## src/rtl/jsu_pkg.sv

```systemverilog
// Shared types, codes and helper functions of the JSON string unescaper.
package jsu_pkg;

    localparam logic [7:0] BACKSLASH = 8'h5C;

    typedef enum logic [1:0] {
        MODE_NORMAL = 2'd0,
        MODE_ESCAPE = 2'd1,
        MODE_HEX    = 2'd2
    } mode_t;

    // Up to three output bytes caused by one input byte; data[0] goes out first.
    typedef struct packed {
        logic [1:0]      count;
        logic [2:0][7:0] data;
        logic            bad;
        logic            fin;
    } grp_t;

    // Bit 4 set when the byte is a hex digit, bits 3:0 hold its value.
    function automatic logic [4:0] hex_digit(input logic [7:0] b);
        logic [4:0] r;
        begin
            r = 5'd0;
            if (b >= 8'h30 && b <= 8'h39)
            begin
                r = {1'b1, b[3:0]};
            end
            else if ((b >= 8'h61 && b <= 8'h66) || (b >= 8'h41 && b <= 8'h46))
            begin
                r = {1'b1, b[3:0] + 4'd9};
            end
            return r;
        end
    endfunction

    // Encode a 16-bit code point as one to three UTF-8 bytes.
    function automatic grp_t utf8_group(input logic [15:0] cp, input logic fin);
        grp_t g;
        begin
            g = '0;
            g.fin = fin;
            if (cp <= 16'h007F)
            begin
                g.count   = 2'd1;
                g.data[0] = cp[7:0];
            end
            else if (cp <= 16'h07FF)
            begin
                g.count   = 2'd2;
                g.data[0] = 8'hC0 | {3'b000, cp[10:6]};
                g.data[1] = 8'h80 | {2'b00, cp[5:0]};
            end
            else
            begin
                g.count   = 2'd3;
                g.data[0] = 8'hE0 | {4'b0000, cp[15:12]};
                g.data[1] = 8'h80 | {2'b00, cp[11:6]};
                g.data[2] = 8'h80 | {2'b00, cp[5:0]};
            end
            return g;
        end
    endfunction

endpackage

```

## src/rtl/jsu_decode.sv

```systemverilog
// Escape scanner: holds the scan state and turns one input byte into a result group.
module jsu_decode (
    input  logic           clk,
    input  logic           rst_n,
    input  logic           take,
    input  logic [7:0]     byte_in,
    input  logic           string_last,
    output jsu_pkg::grp_t  grp
);

    jsu_pkg::mode_t mode_reg, mode_next;
    logic [2:0]     cnt_reg, cnt_next;
    logic [15:0]    acc_reg, acc_next;
    logic           stop_reg, stop_next;
    logic           disc_reg, disc_next;
    logic [4:0]     hex;
    logic [7:0]     esc_byte;
    logic           esc_ok;

    always_ff @(posedge clk or negedge rst_n)
    begin
        if (!rst_n)
        begin
            mode_reg <= jsu_pkg::MODE_NORMAL;
            cnt_reg  <= 3'd0;
            acc_reg  <= 16'd0;
            stop_reg <= 1'b0;
            disc_reg <= 1'b0;
        end
        else if (take)
        begin
            mode_reg <= mode_next;
            cnt_reg  <= cnt_next;
            acc_reg  <= acc_next;
            stop_reg <= stop_next;
            disc_reg <= disc_next;
        end
    end

    always_comb
    begin
        esc_ok   = 1'b1;
        esc_byte = 8'h00;
        case (byte_in)
            8'h22:   esc_byte = 8'h22;
            8'h5C:   esc_byte = 8'h5C;
            8'h2F:   esc_byte = 8'h2F;
            8'h62:   esc_byte = 8'h08;
            8'h66:   esc_byte = 8'h0C;
            8'h6E:   esc_byte = 8'h0A;
            8'h72:   esc_byte = 8'h0D;
            8'h74:   esc_byte = 8'h09;
            default: esc_ok = 1'b0;
        endcase
    end

    assign hex = jsu_pkg::hex_digit(byte_in);

    always_comb
    begin
        mode_next = mode_reg;
        cnt_next  = cnt_reg;
        acc_next  = acc_reg;
        stop_next = stop_reg;
        disc_next = disc_reg;
        grp       = '0;
        grp.fin   = string_last;

        if (!disc_reg)
        begin
            case (mode_reg)
                jsu_pkg::MODE_ESCAPE:
                begin
                    mode_next = jsu_pkg::MODE_NORMAL;
                    if (esc_ok)
                    begin
                        grp.count   = 2'd1;
                        grp.data[0] = esc_byte;
                    end
                    else if (byte_in == 8'h75)
                    begin
                        mode_next = jsu_pkg::MODE_HEX;
                        cnt_next  = 3'd0;
                        acc_next  = 16'd0;
                        stop_next = 1'b0;
                        if (string_last)
                        begin
                            grp = jsu_pkg::utf8_group(16'd0, 1'b1);
                        end
                    end
                    else
                    begin
                        // unknown escape: report once, drop the rest of the string
                        grp.count = 2'd1;
                        grp.bad   = 1'b1;
                        disc_next = 1'b1;
                    end
                end
                jsu_pkg::MODE_HEX:
                begin
                    if (!stop_reg && hex[4])
                    begin
                        acc_next = {acc_reg[11:0], hex[3:0]};
                    end
                    else
                    begin
                        stop_next = 1'b1;
                    end
                    cnt_next = cnt_reg + 3'd1;
                    if (cnt_next >= 3'd4 || string_last)
                    begin
                        grp       = jsu_pkg::utf8_group(acc_next, string_last);
                        mode_next = jsu_pkg::MODE_NORMAL;
                        cnt_next  = 3'd0;
                        acc_next  = 16'd0;
                        stop_next = 1'b0;
                    end
                end
                default:
                begin
                    if (byte_in == jsu_pkg::BACKSLASH)
                    begin
                        if (string_last)
                        begin
                            grp.count = 2'd1;
                            grp.bad   = 1'b1;
                        end
                        else
                        begin
                            mode_next = jsu_pkg::MODE_ESCAPE;
                        end
                    end
                    else
                    begin
                        grp.count   = 2'd1;
                        grp.data[0] = byte_in;
                    end
                end
            endcase
        end

        if (string_last)
        begin
            mode_next = jsu_pkg::MODE_NORMAL;
            cnt_next  = 3'd0;
            acc_next  = 16'd0;
            stop_next = 1'b0;
            disc_next = 1'b0;
        end
    end

endmodule

```

## src/rtl/json_string_unescape_utf8.sv

```systemverilog
// Top level of the JSON string unescaper: decoder, two-group result queue, byte serializer.
//
//  channel  | dir | tdata          | tlast       | tuser
//  s_axis   | in  | byte_in[7:0]   | string_last | -
//  m_axis   | out | byte_out[7:0]  | run_last    | [0] bad_escape, [1] string_end
//
// One input byte is taken per cycle while the two-slot group queue has room.
// Each byte yields zero to three output bytes and the output side moves one byte
// per cycle while m_axis_tready is high, so a \u escape that expands to two or three
// bytes can hold s_axis_tready low when more results follow right behind it.
// Each result group is registered in the queue and reaches m_axis behind any groups ahead of it.
// Reset clears the scan state and empties the queue; stalls on m_axis fill the
// queue and then drop s_axis_tready.
module json_string_unescape_utf8 (
    input  logic       clk,
    input  logic       rst_n,
    input  logic       s_axis_tvalid,
    output logic       s_axis_tready,
    input  logic [7:0] s_axis_tdata,   // [7:0] byte_in
    input  logic       s_axis_tlast,
    output logic       m_axis_tvalid,
    input  logic       m_axis_tready,
    output logic [7:0] m_axis_tdata,   // [7:0] byte_out
    output logic       m_axis_tlast,
    output logic [1:0] m_axis_tuser    // [0] bad_escape, [1] string_end
);

    jsu_pkg::grp_t grp;
    jsu_pkg::grp_t slot_reg [2];
    jsu_pkg::grp_t head;
    logic          wr_reg, rd_reg;
    logic [1:0]    fill_reg;
    logic [1:0]    idx_reg;
    logic          take, push, pop;

    assign s_axis_tready = (fill_reg != 2'd2);
    assign take          = s_axis_tvalid && s_axis_tready;
    assign push          = take && (grp.count != 2'd0);

    jsu_decode u_decode (
        .clk         (clk),
        .rst_n       (rst_n),
        .take        (take),
        .byte_in     (s_axis_tdata),
        .string_last (s_axis_tlast),
        .grp         (grp)
    );

    assign head          = slot_reg[rd_reg];
    assign m_axis_tvalid = (fill_reg != 2'd0);
    assign m_axis_tdata  = head.data[idx_reg];
    assign m_axis_tlast  = (idx_reg == head.count - 2'd1);
    assign m_axis_tuser  = {head.fin, head.bad};
    assign pop           = m_axis_tvalid && m_axis_tready && m_axis_tlast;

    always_ff @(posedge clk)
    begin
        if (push)
        begin
            slot_reg[wr_reg] <= grp;
        end
    end

    always_ff @(posedge clk or negedge rst_n)
    begin
        if (!rst_n)
        begin
            wr_reg   <= 1'b0;
            rd_reg   <= 1'b0;
            fill_reg <= 2'd0;
            idx_reg  <= 2'd0;
        end
        else
        begin
            if (push)
            begin
                wr_reg <= ~wr_reg;
            end
            if (pop)
            begin
                rd_reg  <= ~rd_reg;
                idx_reg <= 2'd0;
            end
            else if (m_axis_tvalid && m_axis_tready)
            begin
                // advance within the group
                idx_reg <= idx_reg + 2'd1;
            end
            case ({push, pop})
                2'b10:   fill_reg <= fill_reg + 2'd1;
                2'b01:   fill_reg <= fill_reg - 2'd1;
                default: fill_reg <= fill_reg;
            endcase
        end
    end

endmodule

```

## config.mk

```make
export PLATFORM = sky130hd
export DESIGN_NAME = json_string_unescape_utf8
export DESIGN_NICKNAME = d
export VERILOG_FILES = /design/src/rtl/jsu_pkg.sv /design/src/rtl/jsu_decode.sv /design/src/rtl/json_string_unescape_utf8.sv
export SDC_FILE = /design/constraint.sdc
export NUM_CORES = 1
export LEC_CHECK = 0
export BUFFER_PORTS_ARGS = -buffer_cell sky130_fd_sc_hd__buf_2
export CAP_MARGIN = 10
export CORE_ASPECT_RATIO = 0.75
export CORE_MARGIN = 2
export CORE_UTILIZATION = 27
export DETAILED_ROUTE_END_ITERATION = 10
export SLEW_MARGIN = 20
export SYNTH_ARGS = -nofsm -noshare
export SYNTH_HDL_FRONTEND = slang
export SYNTH_SLANG_ARGS = --single-unit
```

## constraint.sdc

```tcl
create_clock -name clk -period 3.75 [get_ports clk]
set_input_delay 0.1875 -clock clk [delete_from_list [all_inputs] [get_ports clk]]
set_output_delay 0.1875 -clock clk [all_outputs]
set_load 0.02 [all_outputs]
```

==> results.ini, run 1 <==
[power]
p_comb_frac = 0.343
p_leak_nw = 2.03
power_frac_clock = 0.266
power_density_nw_per_um2 = 632
p_sw_frac = 0.357
ir_drop_mv = 0.266
power_w = 0.00330
intPower_w = 0.00212
p_seq_frac = 0.390
switchingPower_w = 0.00118

[setup_path]
rr_startpoint = u_decode.mode_reg[0]$_DFFE_PN0P_
r2r_cells = 12
crit_required_ns = 3.97
crit_path_end = fill_reg[1]$_DFFE_PN0P_
ff2ff_setup_slack_ns = 0.91
critPathLaunch = u_decode.mode_reg[0]$_DFFE_PN0P_
path_max_fanout = 16
crit_path_end_kind = flip-flop
cp_data_arrival_time_ns = 3.06
criticalPathCategory = flip-flop to flip-flop
start_kind = flip-flop
rr_endpoint = fill_reg[1]$_DFFE_PN0P_

[cells_and_area]
multi_input_area_um2 = 2130
drive_gt1_frac = 0.188
fillers = 1700
antenna_cells = 0
area_growth_syn_to_layout_pct = 13.3
regArea_um2 = 2290
nets = 454
largest_reg_flops = 52
finalInstanceArea_um2 = 5230

[timing]
skew_ns = 0.00809
final_hold_viol_count = 0
period_minus_slack_ns = 2.84
slew_headroom = 0.520
worst_pin_slew_ns = 0.721
fin_crit_sh = 0.756
whs_ns = 0.212
rsz0062_at_grt = no
finalSetupViolCount = 0
slew_viol_final = 0
setup_tns_ns = 0
fmax_mhz = 353

[detailed_routing]
via_count = 3397
drcViolationCount = 0
drtPass1Iterations = 7
routed_via_density = 5.21
ant_nets = 0
wl_mm = 11.3
wire_per_inst_um = 17.3
first_iter_violations = 311

[logic_synthesis]
synth_edf_count = 52
yosysSeqAreaShare = 0.496
synthDistinctLibCells = 67
synthFlopType = edfxtp_1
syn-instance-count = 413
syn_area_um2 = 4610
yosysWarningCount = 0
synth-async-reset-ratio = 0.358
syn_area_per_cell_um2 = 11.2
syn_nets = 435
netlist.top_cell.by_area = edfxtp_1
ys_seq_elements = 81
synth_most_common_cell = edfxtp_1
yosys-top-cells-count = 52 x edfxtp_1, 37 x nor2_1, 34 x nand2_1, 29 x dfrtp_1, 23 x mux2i_1
synth_top_area_share = 0.339
ys_top_cells_by_area = edfxtp_1 34%, dfrtp_1 16%, mux2i_1 5.0%, nor2_1 3.0%, nand2_1 2.8%

[clock_network]
worstSkewPairLatency_ns = 0.34
cts_buffer_depth = 2
ctsHoldBuffers = 1
cts_root_buf = clkbuf_16
cts_tree = yes
cts_num_sinks = 81
h-tree-depth = 3
cts_resized = 0
numCtsBuffers = 9
clk_pin_slew_ns = 0.06
cts_setup_buffers = 0

[worst_hold_path]
min_path_type = input pin to flip-flop

[global_routing]
grt_pass1_wl_mm = 17.9
grt_max_degree = 30
grt.overflow.total = 0
antenna_found_initial = 0
track_usage = 0.128
grt_pass1_vias = 3128

[placed_design]
routabilityCongestion = 0.906
hpwlAfterDp_mm = 8.18
dpl_cell_area_um2 = 4920
portBuffers = 25

[die]
io-pin-count = 26
die_area_um2 = 18100
fp.dieH_um = 117
row_count = 41
die_w_um = 155
core_region_area_um2 = 16800
start_util = 0.275

[job]
drv_cap = 0

[run_status]
status = finished clean

==> worst min path at each step <==
stage | startpoint | depth (start not counted) | slack, ns | endpoint
6_report | m_axis_tready | 4 | 0.21 | idx_reg[0]$_DFFE_PN0P_
5_1_grt | s_axis_tvalid | 3 | 0.23 | u_decode.disc_reg$_DFFE_PN0P_
4_1_cts | m_axis_tready | 4 | 0.21 | idx_reg[0]$_DFFE_PN0P_
3_5_place_dp | rst_n | 1 | 0.27 | idx_reg[1]$_DFFE_PN0P_
3_3_place_gp | rst_n | 1 | 0.27 | idx_reg[0]$_DFFE_PN0P_
2_1_floorplan | rst_n | 0 | -0.11 | fill_reg[0]$_DFFE_PN0P_
==> logic make-up after synthesis <==
logic type / after synthesis / synth area share
DFF: 81 / 0.496
xor gates and xnor gates: 8 / 0.0152
and+or+nand+nor: 135 / 0.162
adders and majority gates: 9 / 0.0244
buffers and inverters: 42 / 0.0440
muxes: 40 / 0.0988
AOI/OAI and AO/OA: 98 / 0.160
==> routing by layer <==
metal  routed length (µm)  part of all wire  up-vias  track usage
met4                  112            0.0099        0       0.0321
met2                 4710              0.42      131        0.177
met5                    0                 0        -            0
li1                     -                 -     1579            -
met3                  878             0.078       12       0.0405
met1                 5610              0.50     1675        0.193
==> power groups by stage <==
stage	Clock [W]	Sequential [W]	Combinational [W]
6_report	0.000879	0.00129	0.00113
3_3_place_gp	0	0.00130	0.00112
2_1_floorplan	0	0.00125	0.000840
3_5_place_dp	0	0.00131	0.00114
4_1_cts	0.000895	0.00129	0.00114
5_1_grt	0.000928	0.00131	0.00124
==> critical path, stage by stage (launching register included) <==
cell	delay (ns)
dfrtp_1	0.35
inv_1	0.06
ha_1	0.65
inv_1	0.27
nor2_1	0.23
nand2_1	0.08
nand2_1	0.08
a31oi_1	0.05
o21ai_1	0.37
ha_1	0.25
xnor2_1	0.13
nor2_1	0.06
xor2_1	0.13
==> cells in the final DEF (no fill, tap or decap), types with 12 or more instances in the layout <==
master	count
edfxtp_1	52
nor2_1	35
nand2_1	34
dfrtp_1	29
buf_2	25
mux2i_1	23
a21oi_1	19
inv_1	18
a22o_1	12
==> cell type report <==
cell class / count / area share
inverter: 18 / 0.0129
clock buffer: 10 / 0.0438
multi-input combinational: 290 / 0.407
timing repair buffer: 32 / 0.0345
sequential: 81 / 0.438
tap: 215 / 0.0515
clock inverter: 6 / 0.0127
==> through the flow <==
step | util | std cells | worst slack (ns)
CTS | 0.311 | 652 | 0.946
global route | 0.311 | 652 | 0.599
global placement | 0.293 | 635 | 0.979
detailed placement | 0.293 | 635 | 0.914
floorplan | - | 413 | 0.656
finish | 0.311 | 652 | 0.913
Note: power is estimated with default switching activity, not from simulation.
==> run 2, diff against run 1 <==
ABC_AREA = 1   (was default)
clock period = 2.7 ns   (was 3.75 ns; I/O delays follow)
==> results.ini, run 2 <==
[setup_path]
crit_path_max_incr_delay_ns = 0.25  ; was 0.65 ns
cp_data_arrival_time_ns = 2.64  ; was 3.06 ns
r2r_cells = 16  ; was 12
crit_required_ns = 2.92  ; was 3.97 ns
path_max_fanout = 17  ; was 16
rr_endpoint = fill_reg[1]$_DFFE_PN0P_  ; unchanged
criticalPathCategory = input pin to flip-flop  ; was flip-flop to flip-flop
cp_top_family = simple AND/OR/NAND/NOR gates  ; was adder cells
rr_startpoint = u_decode.cnt_reg[0]$_DFFE_PN0P_  ; was u_decode.mode_reg[0]$_DFFE_PN0P_
crit_path_end_kind = flip-flop  ; unchanged
cp_cell_sequence = buf_2, inv_1, ha_1, o21ai_2, nand2_2, nand2_4, nand2_8, nand2_4, nand2_1, o21ai_4, nand2_4, nor2_8, nand2_2, nand2_2, nand2_2, nand2_2, nand2_2, nand2_4, ha_1, a21oi_1, o21ai_0, xor2_1  ; was inv_1, ha_1, inv_1, nor2_1, nand2_1, nand2_1, a31oi_1, o21ai_1, ha_1, xnor2_1, nor2_1, xor2_1
critPathBufInv = 2  ; unchanged
ff2ff_setup_slack_ns = 0.29  ; was 0.91 ns
start_kind = input pin  ; was flip-flop
crit_path_frequent_cell = nand2_2
cp_slowest_cell = ha_1  ; unchanged

[global_routing]
grt_pass1_vias = 3579  ; was 3,128
grt_max_degree = 30  ; unchanged
track_usage = 0.134  ; was 0.128
antenna_found_initial = 0  ; unchanged
grt.overflow.total = 0  ; unchanged
grt_pass1_wl_mm = 18.5  ; was 17.9 mm

[detailed_routing]
wire_per_inst_um = 14.7  ; was 17.3 µm
ant_nets = 0  ; unchanged
via_count = 3725  ; was 3,397
drtPass1Iterations = 7  ; unchanged
wl_mm = 11.3  ; about the same
drcViolationCount = 0  ; unchanged
routed_via_density = 4.85  ; was 5.21
first_iter_violations = 279  ; was 311

[logic_synthesis]
synth_most_common_cell = nand2_1  ; was edfxtp_1
syn_area_um2 = 4440  ; was 4610 µm²
synthDistinctLibCells = 41  ; was 67
synth-async-reset-ratio = 0.358  ; unchanged
yosysWarningCount = 0  ; unchanged
syn-instance-count = 498  ; was 413
synthFlopType = edfxtp_1  ; unchanged
ys_seq_elements = 81  ; unchanged
syn_nets = 520  ; was 435
yosysSeqAreaShare = 0.515  ; was 0.496
syn_area_per_cell_um2 = 8.92  ; was 11.2 µm²
netlist.top_cell.by_area = edfxtp_1  ; unchanged
synth_edf_count = 52  ; unchanged
yosys-top-cells-count = 86 x nand2_1, 58 x inv_1, 58 x o21ai_0, 56 x nor2_1, 52 x edfxtp_1  ; was 52 x edfxtp_1, 37 x nor2_1, 34 x nand2_1, 29 x dfrtp_1, 23 x mux2i_1
ys_top_cells_by_area = edfxtp_1 35%, dfrtp_1 16%, nand2_1 7.3%, o21ai_0 6.5%, inv_1 4.9%  ; was edfxtp_1 34%, dfrtp_1 16%, mux2i_1 5.0%, nor2_1 3.0%, nand2_1 2.8%
synth_top_area_share = 0.351  ; was 0.339

[cells_and_area]
multi_input_area_um2 = 1850  ; was 2130 µm²
area_growth_syn_to_layout_pct = 20.3  ; was 13.3%
regArea_um2 = 2290  ; unchanged
fillers = 1648  ; was 1,700
final_cell_mix = 86 x nand2_1, 58 x o21ai_0, 57 x inv_1, 55 x nor2_1, 52 x edfxtp_1  ; was 52 x edfxtp_1, 35 x nor2_1, 34 x nand2_1, 29 x dfrtp_1, 25 x buf_2
antenna_cells = 0  ; unchanged
layout_commonest_cell = nand2_1  ; was edfxtp_1
nets = 575  ; was 454
final_cells = 768  ; was 652
largest_reg_flops = 52  ; unchanged
utilization = 0.333  ; was 0.311
drive_gt1_frac = 0.201  ; was 0.188
finalInstanceArea_um2 = 5340  ; was 5230 µm²

[clock_network]
cts_tree = yes  ; unchanged
clk_pin_slew_ns = 0.06  ; about the same
cts_buffer_depth = 2  ; unchanged
cts_setup_buffers = 0  ; unchanged
worstSkewPairLatency_ns = 0.35  ; was 0.34 ns
numCtsBuffers = 9  ; unchanged
cts_root_buf = clkbuf_16  ; unchanged
h-tree-depth = 3  ; unchanged
cts_num_sinks = 81  ; unchanged

[worst_hold_path]
hold_end = u_decode.disc_reg$_DFFE_PN0P_  ; was idx_reg[0]$_DFFE_PN0P_
min_path_cells = 2  ; was 4
worstHoldStart = s_axis_tlast  ; was m_axis_tready
min_path_type = input pin to flip-flop  ; unchanged

[timing]
period_minus_slack_ns = 2.42
final_hold_viol_count = 0  ; unchanged
rsz0062_at_grt = no  ; unchanged
slew_viol_final = 0  ; unchanged
layout_setup_ws_ns = 0.277  ; was 0.913 ns
whs_ns = 0.0938  ; was 0.212 ns
finalSetupViolCount = 0  ; unchanged
fmax_mhz = 413
slew_headroom = 0.528  ; was 0.520
fin_crit_sh = 0.898
worst_pin_slew_ns = 0.707  ; was 0.721 ns
skew_ns = 0.00800  ; was 0.00809 ns

[power]
ir_drop_mv = 0.322  ; was 0.266 mV
p_leak_nw = 2.32  ; was 2.03 nW
power_density_nw_per_um2 = 907  ; was 632 nW/µm²

[die]
fp.dieH_um = 115  ; was 117 µm
core_region_area_um2 = 16100  ; was 16,800 µm²
die_area_um2 = 17500  ; was 18,100 µm²
start_util = 0.277  ; was 0.275
row_count = 40  ; was 41
io-pin-count = 26  ; unchanged
die_w_um = 152  ; was 155 µm

[placed_design]
dpl_cell_area_um2 = 5040  ; was 4920 µm²
dp.cells = 751  ; was 635
hpwlAfterDp_mm = 8.45  ; was 8.18 mm
portBuffers = 25  ; unchanged
place_ws_ns = -0.0564  ; was 0.914 ns
routabilityCongestion = 0.919  ; was 0.906

[job]
drv_cap = 0  ; unchanged

[run_status]
status = finished clean  ; unchanged

run 2: cell count changes after synthesis, sizes merged, moves of 11 or more:
| cell | change |
|---|---|
| nand3 | +19 |
| mux2i | -22 |
| o22ai | +14 |
| o21ai | +50 |
| nand2 | +68 |
| a22o | -11 |
| nor2 | +22 |
| mux2 | -14 |
| inv | +45 |
run 2: routing by layer:
layer / track usage / vias to the layer above / wire [µm]
li1: - / 1801 / -
met1: 0.194 / 1786 / 5560
met2: 0.198 / 124 / 4760
met3: 0.0351 / 14 / 852
met4: 0.0355 / 0 / 140
met5: 0 / - / 0
run 2: repair_timing:
action	4_1_cts	5_1_grt
endpoints found under the setup margin	0	1
hold buffers	1	0
gates resized for setup	0	1
hold endpoints to repair	29	0
run 2: cell families (layout without fill, tap and decap cells):
kind of cell	after synthesis	count (layout)	synth area share
AOI/OAI and AO/OA	115	115	0.154
xor gates and xnor gates	5	5	0.00986
adders and majority gates	9	9	0.0253
buffers and inverters	79	139	0.0715
DFF	81	81	0.515
muxes	1	1	0.00225
and+or+nand+nor	208	208	0.222
run 2: per-stage QoR:
stage	setup TNS, ns	total power, W
2_1_floorplan	0	0.00298
3_3_place_gp	0	0.00360
5_1_grt	0	0.00514
3_5_place_dp	-0.0564	0.00365
6_report	0	0.00485
4_1_cts	0	0.00487
run 2: layout make-up:
cell class                 count  area share
timing repair buffer          57      0.0759
multi-input combinational    338       0.345
sequential                    81       0.428
tap                          210      0.0492
clock buffer                   9      0.0421
inverter                      66      0.0464
clock inverter                 7      0.0131
run 2: worst reg2reg max path, delay by kind of cell, from the launching register on:
family / cells / cell delay (ns)
flip-flops: 1 / 0.39
buffers and inverters: 3 / 0.24
AND/OR/NAND/NOR: 8 / 0.81
adder cells (fa/ha/maj): 2 / 0.47
XOR/XNOR: 1 / 0.15
AO/OA/AOI/OAI: 2 / 0.23
run 2: worst max-delay path by stage:
stage                                    startpoint                        to  cells after the start  slack (ns)
finish                              s_axis_tdata[0]   fill_reg[1]$_DFFE_PN0P_                     22        0.28
CTS                 u_decode.cnt_reg[0]$_DFFE_PN0P_   fill_reg[1]$_DFFE_PN0P_                     16        0.22
detailed placement                  s_axis_tdata[0]   fill_reg[1]$_DFFE_PN0P_                     22       -0.06
global route        u_decode.cnt_reg[0]$_DFFE_PN0P_   fill_reg[1]$_DFFE_PN0P_                     16        0.03
global placement                    s_axis_tdata[0]   fill_reg[1]$_DFFE_PN0P_                     22        0.02
floorplan                           s_axis_tdata[1]  slot_reg[0][0]$_DFFE_PP_                     16         0.1
run 2: report_power, final:
| part | internal, W | switching (W) | leakage (nW) | total (W) |
|---|---|---|---|---|
| Clock | 0.000714 | 0.000504 | 0.137 | 0.00122 |
| Sequential | 0.00163 | 0.000133 | 0.876 | 0.00176 |
| Combinational | 0.000601 | 0.00127 | 1.31 | 0.00187 |
| Total | 0.00294 | 0.00190 | 2.32 | 0.00485 |
